--- config.mk ---
export PLATFORM = sky130hd
export DESIGN_NAME = battery_report_decoder_flat
export DESIGN_NICKNAME = d
export VERILOG_FILES = /design/src/design/br_pkg.sv /design/src/design/br_frame_if.sv /design/src/design/br_result_if.sv /design/src/design/br_cfg_if.sv /design/src/design/battery_report_decoder.sv /design/src/design/br_fmt_decode.sv /design/src/flat_wrapper.sv
export SDC_FILE = /design/constraint.sdc
export NUM_CORES = 1
export LEC_CHECK = 0
export BUFFER_PORTS_ARGS = -buffer_cell sky130_fd_sc_hd__buf_2
export CAP_MARGIN = 20
export CORE_UTILIZATION = 30
export CTS_BUF_LIST = sky130_fd_sc_hd__clkbuf_8 sky130_fd_sc_hd__clkbuf_16
export CTS_CLUSTER_DIAMETER = 80
export CTS_CLUSTER_SIZE = 25
export DETAILED_ROUTE_END_ITERATION = 12
export PLACE_DENSITY = 0.56
export SETUP_SLACK_MARGIN = 0.2
export SYNTH_ARGS = -nofsm -noshare
export SYNTH_HDL_FRONTEND = slang
export SYNTH_SLANG_ARGS = --single-unit
--- constraint.sdc ---
create_clock -name clk -period 9.1 [get_ports clk]
set_clock_uncertainty 0.1 [all_clocks]
set_input_delay 0.91 -clock clk [delete_from_list [all_inputs] [get_ports clk]]
set_output_delay 0.91 -clock clk [all_outputs]
set_load 0.05 [all_outputs]
--- src/design/br_pkg.sv ---
// Shared codes, widths, curve tables and the decode stage word of the battery report decoder.
package br_pkg;

    // Frame formats
    localparam logic [2:0] KIND_UNIFIED = 3'd0;
    localparam logic [2:0] KIND_STATUS  = 3'd1;
    localparam logic [2:0] KIND_VOLTAGE = 3'd2;
    localparam logic [2:0] KIND_ADC     = 3'd3;
    localparam logic [2:0] KIND_SOC     = 3'd4;

    // Normalised charge states
    localparam logic [2:0] ST_UNKNOWN = 3'd0;
    localparam logic [2:0] ST_DIS     = 3'd1;
    localparam logic [2:0] ST_CHG     = 3'd2;
    localparam logic [2:0] ST_SLOW    = 3'd3;
    localparam logic [2:0] ST_FULL    = 3'd4;
    localparam logic [2:0] ST_ERR     = 3'd5;

    // Level codes
    localparam logic [2:0] LV_NONE = 3'd0;
    localparam logic [2:0] LV_CRIT = 3'd1;
    localparam logic [2:0] LV_LOW  = 3'd2;
    localparam logic [2:0] LV_GOOD = 3'd3;
    localparam logic [2:0] LV_FULL = 3'd4;

    // Configuration register indexes
    localparam logic [1:0] REG_LEVEL_MASK   = 2'd0;
    localparam logic [1:0] REG_CAP_FLAGS    = 2'd1;
    localparam logic [1:0] REG_CAPS_PRESENT = 2'd2;

    // Percent codes
    localparam logic [7:0] PCT_NONE = 8'hFF;
    localparam logic [7:0] PCT_MAX  = 8'd100;

    // Discharge curve, highest voltage first
    localparam int CURVE_POINTS = 13;
    localparam int SEGMENTS     = CURVE_POINTS - 1;
    localparam int MAX_STEPS    = 10;

    localparam logic [15:0] CURVE_MV [CURVE_POINTS] = '{
        16'd4186, 16'd4067, 16'd3989, 16'd3922, 16'd3859, 16'd3811, 16'd3778,
        16'd3751, 16'd3717, 16'd3671, 16'd3646, 16'd3579, 16'd3500
    };
    localparam logic [6:0] CURVE_PCT [CURVE_POINTS] = '{
        7'd100, 7'd90, 7'd80, 7'd70, 7'd60, 7'd50, 7'd40,
        7'd30, 7'd20, 7'd10, 7'd5, 7'd2, 7'd0
    };

    // Offset above the segment's lower point at which each further percent is reached,
    // rounding half up; unused steps sit above any reachable offset.
    localparam logic [7:0] SEG_TH [SEGMENTS][MAX_STEPS] = '{
        '{8'd6, 8'd18, 8'd30, 8'd42, 8'd54, 8'd66, 8'd78, 8'd90, 8'd102, 8'd114},
        '{8'd4, 8'd12, 8'd20, 8'd28, 8'd36, 8'd43, 8'd51, 8'd59, 8'd67,  8'd75},
        '{8'd4, 8'd11, 8'd17, 8'd24, 8'd31, 8'd37, 8'd44, 8'd51, 8'd57,  8'd64},
        '{8'd4, 8'd10, 8'd16, 8'd23, 8'd29, 8'd35, 8'd41, 8'd48, 8'd54,  8'd60},
        '{8'd3, 8'd8,  8'd12, 8'd17, 8'd22, 8'd27, 8'd32, 8'd36, 8'd41,  8'd46},
        '{8'd2, 8'd5,  8'd9,  8'd12, 8'd15, 8'd19, 8'd22, 8'd25, 8'd29,  8'd32},
        '{8'd2, 8'd5,  8'd7,  8'd10, 8'd13, 8'd15, 8'd18, 8'd21, 8'd23,  8'd26},
        '{8'd2, 8'd6,  8'd9,  8'd12, 8'd16, 8'd19, 8'd23, 8'd26, 8'd29,  8'd33},
        '{8'd3, 8'd7,  8'd12, 8'd17, 8'd21, 8'd26, 8'd30, 8'd35, 8'd40,  8'd44},
        '{8'd3, 8'd8,  8'd13, 8'd18, 8'd23, 8'hFF, 8'hFF, 8'hFF, 8'hFF,  8'hFF},
        '{8'd12, 8'd34, 8'd56, 8'hFF, 8'hFF, 8'hFF, 8'hFF, 8'hFF, 8'hFF, 8'hFF},
        '{8'd20, 8'd60, 8'hFF, 8'hFF, 8'hFF, 8'hFF, 8'hFF, 8'hFF, 8'hFF, 8'hFF}
    };

    // Word leaving the format decode stage
    typedef struct packed {
        logic        valid_res;
        logic [7:0]  pct;
        logic        inferred;
        logic [2:0]  state;
        logic [2:0]  level;
        logic [15:0] mv;
        logic [7:0]  ext;
        logic        is_volt;
        logic        mv_high;
        logic        mv_above_low;
        logic        mv_zero;
        logic [11:1] mv_ge;
    } dec_t;

endpackage

--- src/design/br_frame_if.sv ---
// Report frame channel: valid/ready and the frame payload.
interface br_frame_if;
    logic       valid;
    logic       ready;
    logic [2:0] kind;
    logic [7:0] byte0;
    logic [7:0] byte1;
    logic [7:0] byte2;
    logic [7:0] byte3;
    logic [2:0] frame_len;

    modport source (output valid, kind, byte0, byte1, byte2, byte3, frame_len, input ready);
    modport sink   (input valid, kind, byte0, byte1, byte2, byte3, frame_len, output ready);
endinterface

--- src/design/br_result_if.sv ---
// Decoded result channel: valid/ready and the reading fields.
interface br_result_if;
    logic              valid;
    logic              ready;
    logic              valid_res;
    logic signed [7:0] percent;
    logic              percent_inferred;
    logic [2:0]        charge_state;
    logic [2:0]        level_code;
    logic [15:0]       voltage_mv;
    logic [7:0]        external_power;

    modport source (output valid, valid_res, percent, percent_inferred, charge_state,
                    level_code, voltage_mv, external_power, input ready);
    modport sink   (input valid, valid_res, percent, percent_inferred, charge_state,
                    level_code, voltage_mv, external_power, output ready);
endinterface

--- src/design/br_cfg_if.sv ---
// Configuration write channel: valid/ready, register index and write data.
interface br_cfg_if;
    logic       valid;
    logic       ready;
    logic [1:0] index;
    logic [7:0] data;

    modport source (output valid, index, data, input ready);
    modport sink   (input valid, index, data, output ready);
endinterface

--- src/design/battery_report_decoder.sv ---
// Battery report decoder top level: config registers and the three-stage decode pipeline.
//
//  channel | modport | word
//  --------+---------+-------------------------------------------------------------
//  frame   | sink    | kind, byte0..byte3, frame_len
//  result  | source  | valid_res, percent, percent_inferred, charge_state, level_code,
//          |         | voltage_mv, external_power
//  cfg     | sink    | index (0 level mask, 1 cap flags, 2 caps present), data
//
// Three register stages: format decode, curve segment select, step count and merge.
// One frame per cycle while the result is not stalled; a frame passes the stage 1, 2 and 3 registers in turn.
// Each stage advances when it is empty or the stage after it advances, so a stalled
// result backs the pipeline up without loss and frame.ready stays high while there is room.
// rst_n clears the stage valid bits and the config registers; cfg writes are always ready.
module battery_report_decoder (
    input  logic clk,
    input  logic rst_n,
    br_frame_if.sink    frame,
    br_result_if.source result,
    br_cfg_if.sink      cfg
);
    import br_pkg::*;

    typedef enum logic [1:0] {RGN_MID, RGN_HIGH, RGN_LOW, RGN_ZERO} region_t;

    typedef struct packed {
        dec_t       dec;
        region_t    region;
        logic [3:0] seg;
        logic [6:0] offs;
    } seg_word_t;

    typedef struct packed {
        logic       valid_res;
        logic [7:0] pct;
        logic       inferred;
        logic [2:0] state;
        logic [2:0] level;
        logic [15:0] mv;
        logic [7:0] ext;
    } res_t;

    logic [7:0] level_mask_reg;
    logic [7:0] cap_flags_reg;
    logic [1:0] caps_present_reg;

    logic       v1_reg, v2_reg, v3_reg;
    dec_t       s1_reg;
    seg_word_t  s2_reg;
    res_t       s3_reg;

    dec_t       dec_next;
    seg_word_t  s2_next;
    res_t       s3_next;
    logic       adv1, adv2, adv3;

    logic [3:0] seg;
    logic [3:0] seg_p1;
    logic [15:0] offs_full;
    logic [MAX_STEPS-1:0] hits;
    logic [3:0] steps;
    logic [7:0] curve_pct;

    // configuration registers
    assign cfg.ready = 1'b1;

    always_ff @(posedge clk or negedge rst_n)
    begin
        if (!rst_n)
        begin
            level_mask_reg   <= '0;
            cap_flags_reg    <= '0;
            caps_present_reg <= '0;
        end
        else if (cfg.valid)
        begin
            unique case (cfg.index)
                REG_LEVEL_MASK:   level_mask_reg   <= cfg.data;
                REG_CAP_FLAGS:    cap_flags_reg    <= cfg.data;
                REG_CAPS_PRESENT: caps_present_reg <= cfg.data[1:0];
                default:          ;
            endcase
        end
    end

    // stage advance chain
    assign adv3        = !v3_reg || result.ready;
    assign adv2        = !v2_reg || adv3;
    assign adv1        = !v1_reg || adv2;
    assign frame.ready = adv1;

    // stage 1: format decode
    br_fmt_decode u_fmt (
        .kind           (frame.kind),
        .byte0          (frame.byte0),
        .byte1          (frame.byte1),
        .byte2          (frame.byte2),
        .byte3          (frame.byte3),
        .frame_len      (frame.frame_len),
        .cap_level_mask (level_mask_reg),
        .cap_flags      (cap_flags_reg),
        .caps_present   (caps_present_reg),
        .dec            (dec_next)
    );

    // stage 2: curve segment and offset above its lower point
    always_comb
    begin
        seg = 4'(SEGMENTS - 1);
        for (int i = 10; i >= 0; i--)
        begin
            if (s1_reg.mv_ge[i+1])
                seg = 4'(i);
        end
    end

    assign seg_p1    = seg + 4'd1;
    assign offs_full = s1_reg.mv - CURVE_MV[seg_p1];

    always_comb
    begin
        s2_next.dec  = s1_reg;
        s2_next.seg  = seg;
        s2_next.offs = offs_full[6:0];
        if (s1_reg.mv_high)
            s2_next.region = RGN_HIGH;
        else if (!s1_reg.mv_above_low)
            s2_next.region = s1_reg.mv_zero ? RGN_ZERO : RGN_LOW;
        else
            s2_next.region = RGN_MID;
    end

    // stage 3: count percent steps passed and merge
    always_comb
    begin
        for (int k = 0; k < MAX_STEPS; k++)
        begin
            hits[k] = {1'b0, s2_reg.offs} >= SEG_TH[s2_reg.seg][k];
        end
    end

    assign steps = 4'($countones(hits));

    always_comb
    begin
        unique case (s2_reg.region)
            RGN_HIGH: curve_pct = PCT_MAX;
            RGN_LOW:  curve_pct = 8'd0;
            RGN_ZERO: curve_pct = PCT_NONE;
            default:  curve_pct = {1'b0, CURVE_PCT[s2_reg.seg + 4'd1]} + {4'd0, steps};
        endcase
    end

    always_comb
    begin
        s3_next.state = s2_reg.dec.state;
        s3_next.level = s2_reg.dec.level;
        s3_next.mv    = s2_reg.dec.mv;
        s3_next.ext   = s2_reg.dec.ext;
        if (s2_reg.dec.is_volt)
        begin
            s3_next.pct       = curve_pct;
            s3_next.inferred  = !curve_pct[7];
            s3_next.valid_res = !curve_pct[7];
        end
        else
        begin
            s3_next.pct       = s2_reg.dec.pct;
            s3_next.inferred  = s2_reg.dec.inferred;
            s3_next.valid_res = s2_reg.dec.valid_res;
        end
    end

    // stage valid bits
    always_ff @(posedge clk or negedge rst_n)
    begin
        if (!rst_n)
        begin
            v1_reg <= 1'b0;
            v2_reg <= 1'b0;
            v3_reg <= 1'b0;
        end
        else
        begin
            if (adv1) v1_reg <= frame.valid;
            if (adv2) v2_reg <= v1_reg;
            if (adv3) v3_reg <= v2_reg;
        end
    end

    // stage words
    always_ff @(posedge clk)
    begin
        if (adv1) s1_reg <= dec_next;
        if (adv2) s2_reg <= s2_next;
        if (adv3) s3_reg <= s3_next;
    end

    // result port
    assign result.valid            = v3_reg;
    assign result.valid_res        = s3_reg.valid_res;
    assign result.percent          = s3_reg.pct;
    assign result.percent_inferred = s3_reg.inferred;
    assign result.charge_state     = s3_reg.state;
    assign result.level_code       = s3_reg.level;
    assign result.voltage_mv       = s3_reg.mv;
    assign result.external_power   = s3_reg.ext;

    // checks
    a_pct_range: assert property (@(posedge clk) disable iff (!rst_n)
        v3_reg |-> (s3_reg.pct == PCT_NONE || s3_reg.pct <= PCT_MAX))
        else $error("percent outside -1..100");

    a_inferred_known: assert property (@(posedge clk) disable iff (!rst_n)
        v3_reg && s3_reg.inferred |-> !s3_reg.pct[7])
        else $error("inferred percent marked unknown");

    a_full_stall: assert property (@(posedge clk) disable iff (!rst_n)
        v1_reg && v2_reg && v3_reg && !result.ready |-> !frame.ready)
        else $error("frame taken into a full stalled pipeline");

    a_stage2_hold: assert property (@(posedge clk) disable iff (!rst_n)
        v2_reg && v3_reg && !result.ready |=> v2_reg && $stable(s2_reg.seg)
                                             && $stable(s2_reg.offs))
        else $error("stage 2 word lost under stall");

    a_mid_offset: assert property (@(posedge clk) disable iff (!rst_n)
        v2_reg && s2_reg.dec.is_volt && s2_reg.region == RGN_MID |-> s2_reg.offs <= 7'd119)
        else $error("curve offset beyond widest segment");

endmodule

--- src/design/br_fmt_decode.sv ---
// Format decode stage: per-kind field rules and the curve compares on the voltage.
module br_fmt_decode (
    input  logic [2:0]   kind,
    input  logic [7:0]   byte0,
    input  logic [7:0]   byte1,
    input  logic [7:0]   byte2,
    input  logic [7:0]   byte3,
    input  logic [2:0]   frame_len,
    input  logic [7:0]   cap_level_mask,
    input  logic [7:0]   cap_flags,
    input  logic [1:0]   caps_present,
    output br_pkg::dec_t dec
);
    import br_pkg::*;

    logic       has1, has2, has3, has4;
    logic       soc;
    logic [7:0] bits;
    logic [7:0] clamped;
    logic [7:0] fl;
    logic [15:0] mv;

    // level from the highest flag set
    function automatic logic [2:0] level_of_bits(input logic [3:0] b);
        logic [2:0] l;
        l = LV_NONE;
        if (b[3])      l = LV_FULL;
        else if (b[2]) l = LV_GOOD;
        else if (b[1]) l = LV_LOW;
        else if (b[0]) l = LV_CRIT;
        return l;
    endfunction

    // approximate percent for the highest flag set
    function automatic logic [7:0] approx_of_bits(input logic [3:0] b);
        logic [7:0] p;
        p = PCT_NONE;
        if (b[3])      p = 8'd90;
        else if (b[2]) p = 8'd50;
        else if (b[1]) p = 8'd20;
        else if (b[0]) p = 8'd5;
        return p;
    endfunction

    // byte presence and shared pieces
    assign has1    = frame_len >= 3'd1;
    assign has2    = frame_len >= 3'd2;
    assign has3    = frame_len >= 3'd3;
    assign has4    = frame_len >= 3'd4;
    assign soc     = (caps_present < 2'd2) || cap_flags[1];
    assign bits    = (has2 ? byte1 : 8'd0) & (soc ? 8'hFF : cap_level_mask);
    assign clamped = (byte0 > PCT_MAX) ? PCT_MAX : byte0;
    assign fl      = has3 ? byte2 : 8'd0;
    assign mv      = {byte0, byte1};

    // per-format rules
    always_comb
    begin
        dec              = '0;
        dec.pct          = PCT_NONE;
        dec.mv_high      = mv >= CURVE_MV[0];
        dec.mv_above_low = mv > CURVE_MV[CURVE_POINTS-1];
        dec.mv_zero      = mv == 16'd0;
        for (int i = 1; i <= 11; i++)
        begin
            dec.mv_ge[i] = mv >= CURVE_MV[i];
        end

        unique case (kind)
            KIND_UNIFIED:
            begin
                if (has1)
                begin
                    dec.level = level_of_bits(bits[3:0]);
                    if (has3)
                    begin
                        unique case (byte2)
                            8'd0:    dec.state = ST_DIS;
                            8'd1:    dec.state = ST_CHG;
                            8'd2:    dec.state = ST_SLOW;
                            8'd3:    dec.state = ST_FULL;
                            8'd4:    dec.state = ST_ERR;
                            default: dec.state = ST_UNKNOWN;
                        endcase
                    end
                    dec.ext = has4 ? byte3 : 8'd0;
                    if (soc)
                    begin
                        dec.pct = clamped;
                    end
                    else
                    begin
                        dec.pct      = approx_of_bits(bits[3:0]);
                        dec.inferred = bits[3:0] != 4'd0;
                    end
                    dec.valid_res = !dec.pct[7] || (dec.level != LV_NONE)
                                    || (dec.state != ST_UNKNOWN);
                end
            end
            KIND_STATUS:
            begin
                if (has1)
                begin
                    dec.pct = clamped;
                    if (has3)
                    begin
                        unique case (byte2) inside
                            8'd0:       dec.state = ST_DIS;
                            8'd1, 8'd2: dec.state = ST_CHG;
                            8'd3:       dec.state = ST_FULL;
                            8'd4:       dec.state = ST_SLOW;
                            8'd5, 8'd6: dec.state = ST_ERR;
                            default:    dec.state = ST_UNKNOWN;
                        endcase
                    end
                    if (clamped < 8'd11)      dec.level = LV_CRIT;
                    else if (clamped < 8'd30) dec.level = LV_LOW;
                    else if (clamped < 8'd81) dec.level = LV_GOOD;
                    else                      dec.level = LV_FULL;
                    dec.valid_res = 1'b1;
                end
            end
            KIND_VOLTAGE:
            begin
                if (has2)
                begin
                    dec.mv      = mv;
                    dec.is_volt = 1'b1;
                    if (fl[7])
                    begin
                        unique case (fl[2:0])
                            3'd0:    dec.state = ST_CHG;
                            3'd1:    dec.state = ST_FULL;
                            3'd2:    dec.state = ST_DIS;
                            default: dec.state = ST_UNKNOWN;
                        endcase
                    end
                    else
                    begin
                        dec.state = ST_DIS;
                    end
                    if (fl[4])
                        dec.state = ST_SLOW;
                    else if (fl[3] && dec.state == ST_DIS)
                        dec.state = ST_CHG;
                    dec.level = fl[5] ? LV_CRIT : LV_NONE;
                end
            end
            KIND_ADC:
            begin
                if (has2)
                begin
                    dec.mv      = mv;
                    dec.is_volt = 1'b1;
                    dec.state   = (fl[0] && fl[1]) ? ST_CHG : ST_DIS;
                end
            end
            KIND_SOC:
            begin
                if (has1)
                begin
                    dec.pct = clamped;
                    unique case (fl) inside
                        8'd1, 8'd2: dec.state = ST_CHG;
                        8'd3:       dec.state = ST_FULL;
                        default:    dec.state = ST_DIS;
                    endcase
                    dec.valid_res = 1'b1;
                end
            end
            default:
            begin
                dec.pct = PCT_NONE;
            end
        endcase
    end

endmodule
--- src/flat_wrapper.sv ---
// flat-port wrapper written by rule: the top's interface ports become plain ports
module battery_report_decoder_flat import br_pkg::*;
  (clk, rst_n, frame_valid, frame_kind, frame_byte0, frame_byte1, frame_byte2, frame_byte3, frame_frame_len, frame_ready, result_valid, result_valid_res, result_percent, result_percent_inferred, result_charge_state, result_level_code, result_voltage_mv, result_external_power, result_ready, cfg_valid, cfg_index, cfg_data, cfg_ready);
  br_frame_if frame_i ();
  br_result_if result_i ();
  br_cfg_if cfg_i ();
  input  logic clk;
  input  logic rst_n;
  input wire logic [$bits(frame_i.valid)-1:0] frame_valid;
  input wire logic [$bits(frame_i.kind)-1:0] frame_kind;
  input wire logic [$bits(frame_i.byte0)-1:0] frame_byte0;
  input wire logic [$bits(frame_i.byte1)-1:0] frame_byte1;
  input wire logic [$bits(frame_i.byte2)-1:0] frame_byte2;
  input wire logic [$bits(frame_i.byte3)-1:0] frame_byte3;
  input wire logic [$bits(frame_i.frame_len)-1:0] frame_frame_len;
  output wire logic [$bits(frame_i.ready)-1:0] frame_ready;
  output wire logic [$bits(result_i.valid)-1:0] result_valid;
  output wire logic [$bits(result_i.valid_res)-1:0] result_valid_res;
  output wire logic [$bits(result_i.percent)-1:0] result_percent;
  output wire logic [$bits(result_i.percent_inferred)-1:0] result_percent_inferred;
  output wire logic [$bits(result_i.charge_state)-1:0] result_charge_state;
  output wire logic [$bits(result_i.level_code)-1:0] result_level_code;
  output wire logic [$bits(result_i.voltage_mv)-1:0] result_voltage_mv;
  output wire logic [$bits(result_i.external_power)-1:0] result_external_power;
  input wire logic [$bits(result_i.ready)-1:0] result_ready;
  input wire logic [$bits(cfg_i.valid)-1:0] cfg_valid;
  input wire logic [$bits(cfg_i.index)-1:0] cfg_index;
  input wire logic [$bits(cfg_i.data)-1:0] cfg_data;
  output wire logic [$bits(cfg_i.ready)-1:0] cfg_ready;
  assign frame_i.valid = frame_valid;
  assign frame_i.kind = frame_kind;
  assign frame_i.byte0 = frame_byte0;
  assign frame_i.byte1 = frame_byte1;
  assign frame_i.byte2 = frame_byte2;
  assign frame_i.byte3 = frame_byte3;
  assign frame_i.frame_len = frame_frame_len;
  assign frame_ready = frame_i.ready;
  assign result_valid = result_i.valid;
  assign result_valid_res = result_i.valid_res;
  assign result_percent = result_i.percent;
  assign result_percent_inferred = result_i.percent_inferred;
  assign result_charge_state = result_i.charge_state;
  assign result_level_code = result_i.level_code;
  assign result_voltage_mv = result_i.voltage_mv;
  assign result_external_power = result_i.external_power;
  assign result_i.ready = result_ready;
  assign cfg_i.valid = cfg_valid;
  assign cfg_i.index = cfg_index;
  assign cfg_i.data = cfg_data;
  assign cfg_ready = cfg_i.ready;
  battery_report_decoder u_core (.clk(clk), .rst_n(rst_n), .frame(frame_i), .result(result_i), .cfg(cfg_i));
endmodule
==> results_dict.tcl, run 1 <==
set metrics [dict create \
    status "complete, no violations" \
    cpMostUsedCell "inv_1" \
    fin_util_pct 35.22 \
    synth-edff-count 149 \
    tritoncts "built" \
    wl_per_cell_um 15.16 \
    synth_common_cells "edfxtp_1, ha_1, nor2_1" \
    fmax_mhz 139.2 \
    p_sw_mw 1.127 \
    portBuffers 90 \
    critPathKind "reg2reg" \
    largest_reg_flops 55 \
    dieArea_um2 32590 \
    finalCritPeriodShare_pct 78.92 \
    final-hold-violation-count 0 \
    seqPwrFrac_pct 31.8 \
    first_iter_violations 411 \
    synth.distinct_cells 70 \
    netlist_instances 886 \
    synth_top_area_share_pct 46.79 \
    max-slew-margin-rel_pct 52.30 \
    clock_latency_ps 420 \
    yosysWarnings 0 \
    ys.flop_type "edfxtp_1" \
    cp_num_buf_inv 5 \
    htreeDepth 4 \
    grt_pass1_wl_mm 34.45 \
    critPathArrivalTime_ps 7250 \
    place_hpwl_mm 15.71 \
    critical-path-max-stage-delay_ps 740 \
    track_usage_pct 13.24 \
    fin_nets 1126 \
    setup_viol 0 \
    initial_core_util_pct 30.38 \
    drive_above_1_share_pct 15.85 \
    vias_per_cell 4.888 \
    critPathLaunchType "flip-flop" \
    period_minus_slack_ps 7182 \
    drc 0 \
    area_growth_pct 15.92 \
    yosysTopAreaCell "edfxtp_1" \
    hold_buffers 0 \
    cts_resized 0 \
    clockBufferDepth 2 \
    clockPowerShare_pct 24.6 \
    synth_seq_cells 158 \
    drtPass1Iterations 5 \
    critPathCaptureType "flip-flop" \
    hp-class "in2async" \
    detailroute.via_count 6750 \
    tns_ps 0 \
    synth_seq_area_share_pct 49.14 \
    worstPathRequired_ps 9170 \
    tightest_slew_ps 715.6 \
    powerDensity_nw_per_um2 274.2 \
    syn-num-nets 1047 \
    switching_share_pct 37.09 \
    ys_top_cells_by_area "edfxtp_1, ha_1, a21oi_1" \
    power_leakage_nw 4.506 \
    fin_area_um2 11090 \
    crit_path_max_fanout 18 \
    place_area_um2 10430 \
    critPathTopFamily "adder cells" \
    grt_start_max_net_pins 57 \
    globalplace.congestion 0.9046 \
    nFillCells 3127 \
    crit_slowest_cell "edfxtp_1" \
    clk_pin_slew_ps 70 \
    post-cts-setup-buffers 0 \
    maxCapViolCount 0 \
    grt_pass1_vias 6733 \
    ioPinCount 96 \
    slew_violations 0 \
    synth_area_um2 9563 \
    drt_wl_total_mm 20.93 \
    grt_overflow 0 \
    syn_area_per_cell_um2 10.79 \
    antenna_found_initial 0 \
    power.total_mw 3.040 \
    die_h_um 180.5 \
    synthArstFlopShare_pct 5.696 \
    numCtsBuffers 17 \
    ant_nets 0 \
    intPower_mw 1.912 \
    cts_sinks 158 \
    ir_worst_vdd_v 0.0002631 \
    fp.dieW_um 180.5 \
    power_frac_comb_pct 43.6 \
    grt_setup_unrepaired "no" \
    clockRootBuffer "clkbuf_16" \
    rows 65 \
    synthMostInstantiatedCell "edfxtp_1" \
    core_area_um2 31470 \
]
worst paths after layout:
kind | from | to | slack, ps | depth (start not counted)
max | u_core.s2_reg[7] | u_core.result.percent[7] | 1920 | 27
min in group clk | u_core.s2_reg[43] | u_core.result.voltage_mv[7] | 310 | 0
max reg2reg | u_core.s2_reg[7] | u_core.result.percent[7] | 1920 | 27
max in group asynchronous | rst_n | u_core.level_mask_reg[0] | 8490 | 1
min reg2reg | u_core.s2_reg[43] | u_core.result.voltage_mv[7] | 310 | 0
min | rst_n | u_core.v1_reg | 230 | 1
cells by family after synthesis:
family	after synthesis	share of synthesized area, %
mux	16	1.819
other cells	1	0.03921
fa+ha+maj	108	14.76
compound gates	229	15.06
simple gates	270	14.27
buf+inv	91	3.716
xor+xnor	13	1.191
flops	158	49.14
worst register-to-register path, cell delays in order (launching register included):
cell       delay, ps
edfxtp_1         740
inv_1            320
ha_1             410
nand2_1          170
a21oi_1           80
a21oi_1          140
ha_1             240
a21o_1           150
a21o_1           160
a21o_1           170
a2111oi_0        420
a211oi_1         130
ha_1             320
inv_1             50
fa_1             500
inv_1             50
fa_1             530
inv_1             50
fa_1             430
fa_1             570
inv_1             60
ha_1             300
a211oi_1         240
nor2_1            90
nor2_1            90
nor2_1            50
a41o_1           270
o21a_1           110
final cells by class:
type	instances	area (um^2)	share of cell area (%)
Tap cell	402	503.0	4.537
Antenna cell	1	2.502	0.02257
Sequential cell	158	4700	42.39
Clock inverter	15	203.9	1.840
Timing Repair Buffer	99	545.5	4.921
Multi-Input combinational cell	637	4511	40.69
Inverter	52	195.2	1.761
Clock buffer	17	425.4	3.837
layout by cell type, fill, tap and decap left out, drive strengths merged, types with 4 or more instances in the layout:
cell type  instances
o21ai             64
a31oi             12
nand2             59
ha               100
inv               59
and2              28
a211oi             6
clkbuf            17
dfrtp              9
mux2i              5
a21o              17
nor2              69
or2                6
edfxtp           149
fa                 8
nand2b            28
xnor2              8
xor2               5
o31a               8
o22ai              5
mux2              11
a21boi             9
nor3              15
a22oi              4
a21oi             68
nor2b             27
o211ai             4
o21a              10
and3               4
buf               99
nand3             11
nand3b             4
or3                8
power groups by stage:
| stage | logic [mW] | registers, mW | clock network, mW |
|---|---|---|---|
| after CTS | 1.34 | 0.970 | 0.765 |
| after detailed placement | 1.33 | 0.984 | 0 |
| after global routing | 1.55 | 0.979 | 0.793 |
| after floorplan | 0.956 | 1.05 | 0 |
| final | 1.32 | 0.968 | 0.747 |
| after global placement | 1.31 | 0.984 | 0 |
per-layer routing:
metal,part of all wire [%],GRT usage [%],vias to the layer above
met5,0,0,-
met1,44,16.17,3151
met3,6.2,3.597,37
li1,-,-,3391
met2,48,22.34,171
met4,2.2,4.752,0
metrics by stage:
step / hold slack (ps) / cells / worst slack (ps)
2_1_floorplan: 300.3 / 886 / 2481
3_3_place_gp: 300.9 / 1346 / 1917
3_5_place_dp: 304.5 / 1347 / 1928
4_1_cts: 215.9 / 1379 / 1913
5_1_grt: 220.8 / 1380 / 1372
6_report: 228.1 / 1381 / 1918
Power figures use the tool's default switching activity.
==> run 2, diff against run 1 <==
--- a/config.mk
+++ b/config.mk
@@ -5,6 +5,7 @@
 export SDC_FILE = /design/constraint.sdc
 export NUM_CORES = 1
 export LEC_CHECK = 0
+export ABC_AREA = 1
 export BUFFER_PORTS_ARGS = -buffer_cell sky130_fd_sc_hd__buf_2
 export CAP_MARGIN = 20
 export CORE_UTILIZATION = 30
==> constraint.sdc (replaced) <==
create_clock -name clk -period 7 [get_ports clk]
set_clock_uncertainty 0.1 [all_clocks]
set_input_delay 0.7 -clock clk [delete_from_list [all_inputs] [get_ports clk]]
set_output_delay 0.7 -clock clk [all_outputs]
set_load 0.05 [all_outputs]
==> results_dict.tcl, run 2 <==
set metrics [dict create \
    status "complete, no violations" \
    synth_seq_cells 158 \
    tightest_slew_ps 735.0 \
    clockRootBuffer "clkbuf_16" \
    numCtsBuffers 17 \
    yosysTopAreaCell "edfxtp_1" \
    fin_nets 1310 \
    tns_ps 0 \
    ant_nets 0 \
    finalCritPeriodShare_pct 91.30 \
    synthMostInstantiatedCell "inv_1" \
    grt_start_max_net_pins 58 \
    area_growth_pct 17.84 \
    fmax_mhz 156.5 \
    drc 0 \
    synth_top_area_share_pct 46.95 \
    critical-path-max-stage-delay_ps 570 \
    synth_area_um2 9530 \
    synth_mux_area_share_pct 0.3545 \
    grt_pass1_wl_mm 35.50 \
    hp-class "reg2reg" \
    power_frac_comb_pct 42.2 \
    power_leakage_nw 5.154 \
    crit_path_max_fanout 6 \
    ys_top_cells_by_area "edfxtp_1, ha_1, inv_1" \
    grt_overflow 0 \
    met2_length_mm 10.02 \
    core_area_um2 30910 \
    synthArstFlopShare_pct 5.696 \
    clockBufferDepth 2 \
    vias_per_cell 4.603 \
    wl_per_cell_um 13.92 \
    grt_setup_unrepaired "no" \
    pre_cts_slack_ps 445.3 \
    antenna_found_initial 0 \
    worstPathRequired_ps 7080 \
    final_cell_mix "inv_1, nand2_1, edfxtp_1, nor2_1, ha_1" \
    final-hold-violation-count 0 \
    htreeDepth 4 \
    synth_fa_ha_area_share_pct 14.81 \
    largest_reg_flops 55 \
    drive_above_1_share_pct 14.03 \
    grt_pass1_vias 6993 \
    critPathKind "reg2reg" \
    drtPass1Iterations 5 \
    synth.distinct_cells 43 \
    tritoncts "built" \
    synth-edff-count 149 \
    die_h_um 180.2 \
    drt_wl_total_mm 21.69 \
    p_sw_mw 1.479 \
    critPathLaunchType "flip-flop" \
    netlist_instances 1032 \
    max-slew-margin-rel_pct 51.00 \
    place_hpwl_mm 17.01 \
    intPower_mw 2.256 \
    maxCapViolCount 0 \
    top_layer "met4" \
    m1WireLength_mm 10.30 \
    globalplace.congestion 0.9340 \
    synth-simple-area-share_pct 16.08 \
    initial_core_util_pct 30.83 \
    dieArea_um2 32480 \
    antenna_cells 0 \
    synth_compound_area_share_pct 10.80 \
    clk_pin_slew_ps 70 \
    yosysWarnings 0 \
    cts_sinks 158 \
    syn_area_per_cell_um2 9.235 \
    synth_common_cells "inv_1, nand2_1, edfxtp_1" \
    fp.dieW_um 180.2 \
    clock_latency_ps 420 \
    crit_slowest_cell "fa_1" \
    switching_share_pct 39.60 \
    ys.flop_type "edfxtp_1" \
    rows 64 \
    yosys.area_share.xor_xnor_pct 0.6433 \
    portBuffers 90 \
    detailroute.via_count 7171 \
    wl_met3_um 970 \
    power.total_mw 3.735 \
    final_common_cell "inv_1" \
    first_iter_violations 512 \
    ir_worst_vdd_v 0.0002792 \
    setup_viol 0 \
    cpMostUsedCell "inv_1" \
    period_minus_slack_ps 6391 \
    layout_setup_ws_ps 609.3 \
    slew_violations 0 \
    synth_seq_area_share_pct 49.31 \
    critPathArrivalTime_ps 6470 \
    track_usage_pct 13.78 \
    critPathCaptureType "flip-flop" \
    seqPwrFrac_pct 33.4 \
    clockPowerShare_pct 24.5 \
    powerDensity_nw_per_um2 332.6 \
    ioPinCount 96 \
    syn-num-nets 1193 \
    synth_top_family_by_area "simple AND/OR/NAND/NOR gates" \
]
## run 2: stage by stage
stage	utilization [%]	hold WS, ps	cell area, um^2	cells
after CTS	36.16	316.4	11180	1555
after floorplan	-	300.3	9530	1032
after global placement	34.12	300.3	10550	1522
after global routing	36.33	322.6	11230	1558
after detailed placement	34.12	304.5	10550	1522
final	36.33	318.0	11230	1558
## run 2: cell type report
cell class / count / area (um^2)
fillers: 3129 / 19680
flip-flops and latches: 158 / 4700
multi-input cells: 674 / 4105
inverters: 189 / 714.4
repair buffers: 109 / 595.6
well taps: 396 / 495.5
clock buffers: 17 / 425.4
clock inverters: 15 / 195.2
## run 2: critical path: cells and delay by family (launching register included)
family | cells | cell delay (ps)
AOI/OAI and AO/OA | 11 | 1630
adders and majority gates | 8 | 3230
buffers and inverters | 6 | 340
DFF | 1 | 400
and+or+nand+nor | 5 | 460
## run 2: per-layer routing
metal,up-vias,track usage (%)
li1,3702,-
met1,3271,18.20
met2,173,22.90
met3,25,2.445
met4,0,4.239
met5,-,0
## run 2: logic make-up (layout without fill, tap and decap cells)
group,Yosys count,count (layout)
flip-flops,158,158
XOR/XNOR,7,7
other,1,1
multiplexers,3,3
adder cells (fa/ha/maj),108,108
buffers and inverters,200,330
AND/OR/NAND/NOR,381,381
AO/OA/AOI/OAI,174,174
## run 2: power by group through the flow
stage / Combinational [mW] / Clock, mW / Sequential (mW)
after floorplan: 1.08 / 0 / 1.35
after global placement: 1.52 / 0 / 1.27
after detailed placement: 1.55 / 0 / 1.27
after CTS: 1.57 / 0.935 / 1.25
after global routing: 1.86 / 0.968 / 1.26
final: 1.57 / 0.914 / 1.25
## run 2: worst paths after layout
check	from	endpoint	slack (ps)	cells past startpoint
worst max-delay path	u_core.s2_reg[7]	u_core.result.percent[7]	610	30
worst min-delay path	u_core.s2_reg[42]	u_core.result.voltage_mv[6]	320	0
worst max register to register	u_core.s2_reg[7]	u_core.result.percent[7]	610	30
worst min register to register	u_core.s2_reg[42]	u_core.result.voltage_mv[6]	320	0
max in group asynchronous	rst_n	u_core.v2_reg	6060	2
min in group asynchronous	rst_n	u_core.level_mask_reg[3]	560	2
## run 2: repair_timing
action / 4_1_cts / 5_1_grt
endpoints found under the hold margin: 6 / 0
endpoints found under the setup margin: 0 / 6
buffers inserted: 0 / 3
gates resized for setup: 0 / 10
hold buffers: 1 / 0
==> run 3, diff against run 2 <==
--- a/config.mk
+++ b/config.mk
@@ -8,12 +8,12 @@
 export ABC_AREA = 1
 export BUFFER_PORTS_ARGS = -buffer_cell sky130_fd_sc_hd__buf_2
 export CAP_MARGIN = 20
-export CORE_UTILIZATION = 30
+export CORE_UTILIZATION = 53
 export CTS_BUF_LIST = sky130_fd_sc_hd__clkbuf_8 sky130_fd_sc_hd__clkbuf_16
 export CTS_CLUSTER_DIAMETER = 80
 export CTS_CLUSTER_SIZE = 25
 export DETAILED_ROUTE_END_ITERATION = 12
-export PLACE_DENSITY = 0.56
+export PLACE_DENSITY = 0.83
 export SETUP_SLACK_MARGIN = 0.2
 export SYNTH_ARGS = -nofsm -noshare
 export SYNTH_HDL_FRONTEND = slang
==> results_dict.tcl, run 3 (synthesized netlist as in run 2, its figures left out) <==
set metrics [dict create \
    status "complete, no violations" \
    seqCellArea_um2 4700 \
    place_area_um2 10330 \
    detailroute.via_count 7525 \
    largest_reg_flops 55 \
    slew_violations 0 \
    ant_nets 0 \
    post-place-cells 1351 \
    dieArea_um2 18520 \
    reg2reg_depth 27 \
    clock_latency_ps 420 \
    period_minus_slack_ps 6520 \
    critPathLaunch "u_core.s2_reg[9]" \
    clockPowerShare_pct 23.2 \
    wl_per_cell_um 15.73 \
    worstReg2RegStart "u_core.s2_reg[9]" \
    seqPwrFrac_pct 32.8 \
    p_sw_mw 1.494 \
    setup_viol 0 \
    reg2reg_to "u_core.result.percent[6]" \
    fin_util_pct 63.05 \
    m1WireLength_mm 9.163 \
    antenna_found_initial 1 \
    ioPinCount 96 \
    finalCritPeriodShare_pct 93.14 \
    met2_length_mm 10.59 \
    track_usage_pct 24.22 \
    clockBufferDepth 2 \
    cts_sinks 158 \
    fmax_mhz 153.4 \
    area_growth_pct 15.22 \
    fp.dieW_um 136.1 \
    max-slew-margin-rel_pct 53.00 \
    grt_pass1_wl_mm 34.38 \
    worstPathRequired_ps 7070 \
    clockRootBuffer "clkbuf_16" \
    critPathLaunchType "flip-flop" \
    critPathKind "reg2reg" \
    numCtsBuffers 17 \
    fin_nets 1309 \
    ir_worst_vdd_v 0.0004254 \
    maxCapViolCount 0 \
    final_common_cell "inv_1" \
    tns_ps 0 \
    nFillCells 1396 \
    switching_share_pct 39.32 \
    final-hold-violation-count 0 \
    final_cell_mix "inv_1, nand2_1, edfxtp_1, nor2_1, ha_1" \
    power.total_mw 3.799 \
    die_h_um 136.1 \
    grt_setup_unrepaired "no" \
    top_layer "met5" \
    worstSetupEndpoint "u_core.result.percent[6]" \
    power_frac_comb_pct 44.0 \
    power_leakage_nw 5.154 \
    critPathArrivalTime_ps 6590 \
    tightest_slew_ps 704.9 \
    core_area_um2 17420 \
    fin_area_um2 10980 \
    wl_met3_mm 1.275 \
    portBuffers 90 \
    hp-class "in2async" \
    drtPass1Iterations 5 \
    antenna_cells 0 \
    drt_wl_total_mm 21.81 \
    intPower_mw 2.305 \
    multiInputGateArea_um2 4116 \
    grt_overflow 0 \
    vias_per_cell 5.429 \
    critPathCaptureType "flip-flop" \
    final_cells 1386 \
    crit_path_max_fanout 7 \
    reg2reg_slack_ps 480 \
    initial_core_util_pct 54.72 \
    htreeDepth 4 \
    globalplace.congestion 0.9914 \
    rows 48 \
    drc 0 \
    grt_start_max_net_pins 57 \
    drive_above_1_share_pct 14.30 \
    grt_pass1_vias 7170 \
    tritoncts "built" \
    powerDensity_nw_per_um2 346.0 \
    place_hpwl_mm 16.26 \
    clk_pin_slew_ps 70 \
    first_iter_violations 651 \
]
## run 3: changes by cell type in the layout (fill, tap and decap cells not counted), sizes merged
cell	delta
bufinv	+1
clkinv	-2
clkinvlp	-1
dlygate4sd3	-1
inv	+2
## run 3: power by group through the flow
stage	clock network (mW)	registers, mW	logic (mW)
3_5_place_dp	0	1.26	1.57
2_1_floorplan	0	1.35	1.08
6_report	0.882	1.25	1.67
3_3_place_gp	0	1.26	1.46
4_1_cts	0.885	1.25	1.59
5_1_grt	0.932	1.25	1.88
## run 3: through the flow
step / worst slack, ps / hold WS [ps]
final: 480.4 / 8.398
after floorplan: 863.8 / 300.3
after detailed placement: 282.8 / 304.5
after global placement: 519.1 / 300.4
after global routing: 182.2 / 3.898
after CTS: 258.3 / 8.450
## run 3: layer usage
| metal | GRT usage [%] | up-vias |
|---|---|---|
| li1 | - | 3689 |
| met1 | 30.78 | 3471 |
| met2 | 40.47 | 303 |
| met3 | 4.288 | 60 |
| met4 | 10.49 | 2 |
| met5 | 0 | - |
## run 3: timing repair
item	CTS	global route
setup buffers	0	1
hold buffers	0	0
gates resized for setup	0	14
endpoints found under the setup margin	0	7
## run 3: area by class of cell
type	instances	area share, %
clock buffer	17	3.874
timing repair buffer	108	5.561
tap	225	2.564
clock inverter	15	1.253
multi-input combinational	674	37.49
sequential	158	42.80
inverter	189	6.461
## run 3: worst max-delay path, stage by stage (launching register included)
cell	delay, ps
edfxtp_1	510
buf_4	200
nand2_1	150
inv_1	120
o21ai_0	330
nand2_1	100
ha_1	290
o21a_1	110
o21a_1	160
o21ai_0	170
nand2_1	110
nand2_1	70
a21oi_1	70
ha_1	280
inv_1	50
fa_1	520
inv_1	70
fa_1	560
inv_1	60
fa_1	430
fa_1	510
fa_2	440
o31ai_2	300
inv_1	110
nor2_2	140
a21oi_1	70
o21bai_1	170
inv_1	70
## run 3: how the worst min path moves through the flow
stage	from	endpoint	cells after the start
floorplan	rst_n	u_core.cap_flags_reg[1]	0
global placement	u_core.s2_reg[44]	u_core.result.voltage_mv[8]	0
detailed placement	u_core.s2_reg[55]	u_core.result.charge_state[0]	0
CTS	rst_n	u_core.result.valid	1
global route	rst_n	u_core.caps_present_reg[1]	1
finish	rst_n	u_core.caps_present_reg[1]	1
